`src/rtl/cmc_pkg.sv`:
```
package cmc_pkg;

  // Number of magnetometer axes tracked; axes past the third see a zero reading.
  localparam int AXES = 3;
  // Axes that have result fields.
  localparam int NOUT = 3;

  localparam int DATA_W = 16;
  localparam int SUM_W  = DATA_W + $clog2(AXES);

  // Divide by AXES as a multiply by a floored reciprocal plus one correction.
  localparam int          DIV_SH    = SUM_W;
  localparam int          DIV_RW    = DIV_SH + 1;
  localparam int          DIV_PW    = SUM_W + DIV_RW;
  localparam logic [DIV_RW-1:0] DIV_RECIP = DIV_RW'((64'd1 << DIV_SH) / AXES);
  localparam logic [SUM_W-1:0]  AXES_W    = SUM_W'(AXES);

  localparam int CFG_IDX_W = 2;

  typedef enum logic [CFG_IDX_W-1:0] {
    CFG_SENSOR_ENABLED = 2'd0,
    CFG_MIN_SPAN       = 2'd1,
    CFG_MIN_SAMPLES    = 2'd2,
    CFG_MAX_SAMPLES    = 2'd3
  } cfg_idx_e;

  typedef enum logic {
    FUNC_START  = 1'b0,
    FUNC_SAMPLE = 1'b1
  } func_e;

  typedef enum logic [1:0] {
    ST_PROGRESS = 2'd0,
    ST_DONE     = 2'd1,
    ST_FAIL     = 2'd2
  } status_e;

  localparam logic              RST_SENSOR_ENABLED = 1'b1;
  localparam logic [DATA_W-1:0] RST_MIN_SPAN       = 16'd100;
  localparam logic [DATA_W-1:0] RST_MIN_SAMPLES    = 16'd50;
  localparam logic [DATA_W-1:0] RST_MAX_SAMPLES    = 16'd2000;
  localparam logic [DATA_W-1:0] GAIN_ONE           = 16'd1;
  localparam logic [DATA_W-1:0] TALLY_MAX          = 16'hFFFF;

  // Per-axis view after one sample.
  typedef struct packed {
    logic signed [DATA_W-1:0] low;
    logic signed [DATA_W-1:0] high;
    logic        [DATA_W-1:0] span;      // spread, zero taken as one
    logic                     too_short; // spread below the minimum span
    logic signed [DATA_W-1:0] mid;       // midpoint, truncated toward zero
  } axis_res_t;

  typedef struct packed {
    status_e                         status;
    logic [NOUT-1:0][DATA_W-1:0]     offset;
    logic [DATA_W-1:0]               numerator;
    logic [NOUT-1:0][DATA_W-1:0]     den;
  } out_payload_t;

endpackage

```
`src/rtl/cmc_axis.sv`:
```
module cmc_axis
  import cmc_pkg::*;
(
  input  logic                     bounds_valid_i,
  input  logic signed [DATA_W-1:0] field_i,
  input  logic signed [DATA_W-1:0] low_i,
  input  logic signed [DATA_W-1:0] high_i,
  input  logic        [DATA_W-1:0] min_span_i,
  output axis_res_t                res_o
);

  logic signed [DATA_W-1:0] low_new;
  logic signed [DATA_W-1:0] high_new;
  logic        [DATA_W:0]   diff;
  logic signed [DATA_W:0]   sum;
  logic signed [DATA_W:0]   sum_adj;
  logic signed [DATA_W:0]   half;

  always_comb begin
    if (!bounds_valid_i) begin
      low_new  = field_i;
      high_new = field_i;
    end else begin
      low_new  = (field_i < low_i)  ? field_i : low_i;
      high_new = (field_i > high_i) ? field_i : high_i;
    end

    // high >= low here, so the spread fits the unsigned field width
    diff    = {high_new[DATA_W-1], high_new} - {low_new[DATA_W-1], low_new};
    // round a negative odd sum toward zero before halving
    sum     = $signed({low_new[DATA_W-1], low_new}) + $signed({high_new[DATA_W-1], high_new});
    sum_adj = sum + $signed({{DATA_W{1'b0}}, sum[DATA_W] & sum[0]});
    half    = sum_adj >>> 1;

    res_o.low       = low_new;
    res_o.high      = high_new;
    res_o.too_short = diff[DATA_W-1:0] < min_span_i;
    res_o.span      = (diff[DATA_W-1:0] == '0) ? GAIN_ONE : diff[DATA_W-1:0];
    res_o.mid       = half[DATA_W-1:0];
  end

endmodule

```
`config.mk`:
```
export PLATFORM = sky130hd
export DESIGN_NAME = cmc_axis
export DESIGN_NICKNAME = d
export VERILOG_FILES = /design/src/rtl/cmc_pkg.sv /design/src/rtl/cmc_axis.sv
export SDC_FILE = /design/constraint.sdc
export NUM_CORES = 1
export LEC_CHECK = 0
export BUFFER_PORTS_ARGS = -buffer_cell sky130_fd_sc_hd__buf_4
export CAP_MARGIN = 20
export CORE_ASPECT_RATIO = 1.5
export CORE_MARGIN = 3
export CORE_UTILIZATION = 40
export DETAILED_ROUTE_END_ITERATION = 8
export PLACE_DENSITY = 0.74
export SYNTH_ARGS = -nofsm -noshare
export SYNTH_HDL_FRONTEND = slang
export SYNTH_SLANG_ARGS = --single-unit
```
`constraint.sdc`:
```
create_clock -name vclk -period 11.7
set_input_delay 0 -clock vclk [all_inputs]
set_output_delay 0 -clock vclk [all_outputs]
set_load 0.02 [all_outputs]
```
==> results.cfg, run 1 <==
[status]
run_status = complete, no violations

[cells_and_area]
drive_gt1_share_pct = 29.3
finish.utilization_pct = 53.0
n_clock_buffer = 0
fin_nets = 775
seq_area_um2 = 0
seq_cell_count = 0
fin_area_um2 = 4960
antenna_cells = 0
syn2layout_area_growth_pct = 27.3

[synthesis]
synth_mux_area_share_pct = 13.6
synthAdderAreaFrac_pct = 25.8
seq_area_frac_synth_pct = 0
synth-simple-area-share_pct = 19.2
synth-xor-area-share_pct = 11.0
synthCells = 513
synth_top_family_by_area = adder cells
synth_fp_nets = 657
synth_compound_area_share_pct = 21.8
syn_area_per_cell_um2 = 7.59
post_synth_instance_area_um2 = 3890
synth_cell_types = 72
synth_warnings = 0

[pwr]
p_leak_nw = 2.51
p_per_area_nw_per_um2 = 120
vdd_drop_max_uv = 75.6

[job]
cap_violations = 0

[die]
die_area_um2 = 11000
fp-row-count = 43
core_um2 = 9360
pin_count = 130
die_h_um = 127
die_w_um = 86.6
initial_core_util_pct = 41.6

[routing]
drt_iter0_drc = 185
dr.pass1.iters = 5
via_per_inst = 5.42
vias = 4017
route.detailed.drc = 0
routedWlPerCell_um = 15.9
antenna_left = 0
wl_mm = 11.8

[sta]
worst_slack_ps = 5430
rsz0062_at_grt = false
relSlewSlack_pct = 54.6
hold_ws_ps = 390
slew_violations = 0
timing.fmax_ghz = 0.160
hold_viol = 0
min_period_over_period_pct = 53.6
min_period_ps = 6270
setup_viol = 0
tightest_slew_ps = 676
setup-tns-final_ps = 0

[min_path]
holdCritPathClass = in2out

[critical_path]
slowest_stage = a2111oi_0
crit_top_cell = a21oi_1
cp_max_fo = 26
endpoint_kind = output pin
start_kind = primary input
crit_buf_inv = 3
critPathArrivalTime_ps = 6270
cp_top_family = compound AO/OA/AOI/OAI gates
critPathMaxStageDelay_ps = 590
cp.required_ps = 11700
criticalPathCategory = in2out

[place]
placed_area_um2 = 4960
dp_hpwl_mm = 10.5
place.gp.congestion = 0.911
dp_slack_ps = 5380
portBuffers = 130

[global_routing]
overflow = 0
grt_max_degree = 27
grt_pass1_vias = 4105
antenna_found_initial = 0
grtUsageTotal_pct = 20.7
grt_pass1_wl_mm = 19.0

[cts]
hold_buffers = 0
post_cts_buffers = 0
ctsResizeCount = 0
-- placed cells by master (no fill, tap or decap), drive strengths merged, types with 5 or more instances in the layout --
| master | count |
|---|---|
| inv | 69 |
| a21o | 18 |
| xor2 | 7 |
| nor3 | 5 |
| nand2b | 13 |
| ha | 77 |
| mux2i | 17 |
| nor2 | 36 |
| or4 | 6 |
| buf | 132 |
| nand2 | 21 |
| or2 | 6 |
| o21ai | 20 |
| xnor2 | 41 |
| nor2b | 7 |
| a21oi | 27 |
| nand3 | 10 |
| mux2 | 32 |
| nand4 | 6 |
| o211ai | 6 |
-- kinds of logic after synthesis --
kind of cell / Yosys count
compound gates: 116
xor+xnor: 48
fa+ha+maj: 79
buf+inv: 85
mux: 49
simple gates: 136
-- layout make-up --
cell class                 instances  area (µm²)
timing repair buffer             132         991
multi-input combinational        428        3570
inverter                          69         259
tap                              112         140
fill                             943        4400
-- worst min-delay path: stages --
cell	delay, ps
buf_4	90
mux2_2	150
buf_4	140
-- path summary, 6_finish.rpt --
check	startpoint	end	slack [ps]	cells past startpoint
setup / recovery	field_i[1]	res_o[16]	5430	25
hold / removal	low_i[4]	res_o[53]	390	3
-- synthesized netlist by cell type, types with 3 or more instances --
| cell | instances | share of area [%] |
|---|---|---|
| or3_1 | 4 | 0.64 |
| o211ai_1 | 5 | 0.96 |
| xor2_1 | 7 | 1.6 |
| o21ai_1 | 4 | 0.51 |
| or2_2 | 3 | 0.48 |
| o21ai_0 | 16 | 2.1 |
| clkbuf_1 | 7 | 0.67 |
| o2111ai_1 | 3 | 0.67 |
| a21o_1 | 18 | 3.5 |
| nand2b_1 | 12 | 1.9 |
| nor3_1 | 5 | 0.64 |
| a211oi_1 | 3 | 0.58 |
| nand3_1 | 10 | 1.3 |
| nor2_1 | 36 | 3.5 |
| nor2b_1 | 7 | 1.1 |
| buf_2 | 3 | 0.39 |
| xnor2_1 | 40 | 9.0 |
| and3_1 | 3 | 0.48 |
| buf_1 | 3 | 0.29 |
| mux2i_1 | 17 | 4.4 |
| or4_1 | 5 | 0.96 |
| nor3b_1 | 4 | 0.77 |
| nand2_1 | 21 | 2.0 |
| a311oi_1 | 3 | 0.67 |
| nand4_1 | 6 | 0.96 |
| inv_1 | 69 | 6.7 |
| mux2_2 | 32 | 9.3 |
| a21oi_1 | 27 | 3.5 |
| o41ai_1 | 4 | 0.90 |
| nand3b_1 | 4 | 0.77 |
| ha_1 | 77 | 25 |
-- per-layer routing --
| metal | share of wire [%] | global-route usage (%) |
|---|---|---|
| met3 | 4.4 | 1.49 |
| met1 | 41 | 25.1 |
| met4 | 2.0 | 3.30 |
| met2 | 53 | 39.6 |
| met5 | 0 | 0 |
-- per-stage QoR --
stage	std cells	total power [mW]
after floorplan	513	0.404
after detailed placement	741	0.595
final	741	0.597
after CTS	741	0.598
after global placement	741	0.585
after global routing	741	0.653
-- report_power, final --
| group | switching (mW) | total (mW) | leakage, nW | internal, mW |
|---|---|---|---|---|
| Combinational | 0.337 | 0.597 | 2.51 | 0.259 |
| Clock | 0 | 0 | 0 | 0 |
| Sequential | 0 | 0 | 0 | 0 |
Note: power is estimated with default switching activity, not from simulation.
==> run 2: changes to the inputs <==
Settings changed: PLACE_DENSITY 0.74 to 0.76.
Clock period 11.7 ns to 5.2 ns, I/O delays scaled along.
==> run 2 against run 1 <==
The run now ends with setup timing left; via count increased by 19%; clock-buffer cell count unchanged; routed wire length increased by 27%; worst hold slack improved by 7.1 ps.
==> results.cfg, run 2 (synthesized netlist as in run 1, its figures left out) <==
[die]
die_w_um = 86.6
core_um2 = 9360
fp-row-count = 43
die_h_um = 127
die_area_um2 = 11000
initial_core_util_pct = 41.6
pin_count = 130

[place]
dp_hpwl_mm = 11.5
portBuffers = 130
dp_slack_ps = -586
place.gp.congestion = 0.964

[critical_path]
start_kind = primary input
critPathArrivalTime_ps = 5450
crit_buf_inv = 7
crit_top_cell = a21oi_2
slowest_stage = mux2_2
criticalPathCategory = in2out
critPathMaxStageDelay_ps = 380
cp_max_fo = 13
cp_top_family = compound AO/OA/AOI/OAI gates
endpoint_kind = output pin
cp.required_ps = 5200
startpoint = low_i[1]

[routing]
route.detailed.drc = 0
via_per_inst = 5.62
antenna_left = 0
routedWlPerCell_um = 17.6
drt_iter0_drc = 360
vias = 4790
wl_mm = 15.0
dr.pass1.iters = 5

[sta]
relSlewSlack_pct = 48.3
min_period_over_period_pct = 105
min_period_ps = 5450
setup_viol = 1
tightest_slew_ps = 756
timing.fmax_ghz = 0.184
rsz0062_at_grt = true
worst_slack_ps = -246
slew_violations = 0
hold_viol = 0
hold_ws_ps = 397

[cells_and_area]
final_common_cell = buf_4
seq_cell_count = 0
final_cell_mix = buf_4 (234), ha_1 (69), inv_1 (68)
drive_gt1_share_pct = 45.5
syn2layout_area_growth_pct = 59.3
antenna_cells = 0
n_clock_buffer = 0
fin_nets = 886
seq_area_um2 = 0

[pwr]
power.internal_mw = 0.781
seqPwrFrac_pct = 0
swShare_pct = 52.9
switchingPower_mw = 0.878
combPwrFrac_pct = 100.0
vdd_drop_max_uv = 241
p_clk_share_pct = 0
p_leak_nw = 3.14
p_total_mw = 1.66
p_per_area_nw_per_um2 = 267

[min_path]
holdCritStartpoint = low_i[14]
holdCritPathClass = in2out

[status]
run_status = complete, but fails checks
violations = setup timing

[global_routing]
grt_max_degree = 14
overflow = 0
grtUsageTotal_pct = 24.9
grt_pass1_vias = 4907
grt_pass1_wl_mm = 22.9
antenna_found_initial = 0

[cts]
hold_buffers = 0

[job]
cap_violations = 0
-- run 2: cell types whose count changed in the layout (fill, tap and decap cells not counted), moves of 3 or more --
cell     before  now
mux2_2       32   29
o21ai_0      16   11
a21oi_2       0    8
buf_4       132  234
ha_4          0    8
ha_1         77   69
a21oi_1      27   19
mux2_4        0    3
buf_6         0    6
o21ai_2       0    4
-- run 2: path summary, 6_finish.rpt --
check | endpoint | cells after the start
min | res_o[63] | 3
max | res_o[16] | 29
-- run 2: metal layers --
layer | track usage [%] | wire (µm)
met2 | 48.2 | 8240
met4 | 10.1 | 646
met3 | 1.10 | 627
met1 | 27.5 | 5500
met5 | 0 | 0
-- run 2: power groups by stage --
stage	combinational, mW	sequential [mW]	clock [mW]
after global routing	1.78	0	0
after floorplan	0.922	0	0
after detailed placement	1.50	0	0
after global placement	1.46	0	0
final	1.66	0	0
after CTS	1.58	0	0
-- run 2: area by class of cell --
class | count | area, µm²
Multi-Input combinational cell | 428 | 3910
Fill cell | 761 | 3160
Timing Repair Buffer | 243 | 1890
Inverter | 69 | 262
Tap cell | 112 | 140
-- run 2: stage by stage --
step	cells	instance area, µm²	setup TNS [ps]	utilization (%)
global route	852	6200	-562	66.2
floorplan	513	3920	0	-
finish	852	6200	-246	66.2
detailed placement	835	5690	-1750	60.8
global placement	835	5690	-661	60.8
CTS	845	5990	-25.5	64.0
-- run 2: timing repair --
item	CTS	global route
pin swaps	28	24
setup buffers	9	7
setup endpoints to repair	9	11
resized for setup	38	28
cloned	1	0
==> run 3: changes to the inputs <==
Settings changed: ABC_AREA set to 1, PLACE_DENSITY 0.76 to 0.75.
==> run 3 against run 2 <==
The flow now finishes without violations; clock-buffer cell count unchanged; critical path type unchanged; design area down 14%; synthesized area up 8.4%; via count up 5.6%; critical path depth up 6; combinational power down 3%; cell count up 22%; global-route usage down 2.8 points; total power down 2.9%; worst setup slack better by 880 ps; routed wire length down 12%; maximum frequency up 19%.
==> results.cfg, run 3 <==
[synthesis]
post_synth_instance_area_um2 = 4220
seq_area_frac_synth_pct = 0
synth_fp_nets = 927
syn_area_per_cell_um2 = 5.39
synth_warnings = 0
synth_common_cells = nand2_1 (232), inv_1 (173), ha_1 (77), nand3_1 (65), nor2_1 (49)
synthCells = 783
synthTopCellsByArea = ha_1 (23%), nand2_1 (21%), inv_1 (15%)
synth_cell_types = 35
synth_top_area_share_pct = 22.8
synth.most_common_cell = nand2_1
yosysTopAreaCell = ha_1

[routing]
drt_iter0_drc = 243
dr.pass1.iters = 5
wl_mm = 13.2
vias = 5057
route.detailed.drc = 0
via_per_inst = 4.85
routedWlPerCell_um = 12.7
antenna_left = 0

[critical_path]
slowest_stage = fa_1
critPathMaxStageDelay_ps = 400
cp_max_fo = 18
crit_top_cell = nand2_1
cp.required_ps = 5200
endpoint_kind = output pin
critPathArrivalTime_ps = 4570
criticalPathCategory = in2out
start_kind = primary input

[job]
cap_violations = 0

[die]
die_h_um = 132
fp-row-count = 45
die_area_um2 = 11800
initial_core_util_pct = 41.4
die_w_um = 89.9
core_um2 = 10200
pin_count = 130

[pwr]
p_leak_nw = 3.36
p_per_area_nw_per_um2 = 303
vdd_drop_max_uv = 113

[place]
placed_area_um2 = 5310
portBuffers = 130
place.gp.congestion = 0.941
dp_hpwl_mm = 11.8
dpl.cell_count = 1043

[min_path]
holdCritPathClass = in2out

[sta]
hold_viol = 0
min_period_ps = 4570
slew_violations = 0
min_period_over_period_pct = 87.8
timing.fmax_ghz = 0.219
tightest_slew_ps = 398
rsz0062_at_grt = false
relSlewSlack_pct = 73.3
setup-tns-final_ps = 0
setup_viol = 0

[cts]
ctsResizeCount = 0
post_cts_buffers = 0
hold_buffers = 0

[cells_and_area]
antenna_cells = 0
n_clock_buffer = 0
seq_area_um2 = 0
drive_gt1_share_pct = 19.4
fin_nets = 1048
syn2layout_area_growth_pct = 25.8
seq_cell_count = 0
stdcell_count = 1043
fin_area_um2 = 5310
finish.utilization_pct = 52.1
final_common_cell = nand2_1
final_cell_mix = nand2_1 (232), inv_1 (173), buf_4 (136)

[global_routing]
overflow = 0
grt_max_degree = 21
grt_pass1_wl_mm = 22.6
grtUsageTotal_pct = 22.1
antenna_found_initial = 0
grt_pass1_vias = 5053

[status]
run_status = complete, no violations
## run 3: cell types whose count changed after synthesis, moves of 14 or more
cell / previous run / this run
mux2i_1: 17 / 0
nand2_1: 21 / 232
a21o_1: 18 / 2
nand2_2: 0 / 18
a21oi_1: 27 / 41
mux2_2: 32 / 0
nand3_1: 10 / 65
inv_1: 69 / 173
xnor2_1: 40 / 3
## run 3: report_power, final
| group | total (mW) | internal [mW] | leakage, nW | switching (mW) |
|---|---|---|---|---|
| clock | 0 | 0 | 0 | 0 |
| sequential | 0 | 0 | 0 | 0 |
| combinational | 1.61 | 0.587 | 3.36 | 1.02 |
## run 3: kinds of logic (layout without fill, tap and decap cells)
family          count (synthesis)  after routing  share of synthesized area (%)
xor+xnor                       24             24                           5.51
simple gates                  403            403                           41.6
fa+ha+maj                      79             79                           23.8
compound gates                 84             84                           11.0
buf+inv                       193            312                           18.2
## run 3: critical path, delay by kind of cell
family	cells	cell delay, ps
compound gates	1	150
fa+ha+maj	4	1060
buf+inv	6	510
simple gates	24	2840
## run 3: per-layer routing
metal  vias up  track usage [%]  wire length, µm
li1       2675                -                -
met1      2191             24.2             5110
met2       155             43.6             7000
met3        36             1.60              542
met4         0             8.35              569
met5         -                0                0
## run 3: cell type report
type	instances	area, µm²
multi-input cells	590	3450
fillers	1093	4880
inverters	176	661
repair buffers	136	1020
well taps	141	176
## run 3: path summary, 6_finish.rpt
check,end,from,cells after the start,slack (ps)
hold / removal,res_o[55],low_i[6],4,390
setup / recovery,res_o[7],field_i[15],35,630
## run 3: through the flow
stage	power [mW]	hold WS, ps	worst slack (ps)
global placement	1.60	374	716
global route	1.80	407	107
finish	1.61	388	632
CTS	1.62	388	626
floorplan	1.09	183	883
detailed placement	1.61	389	639
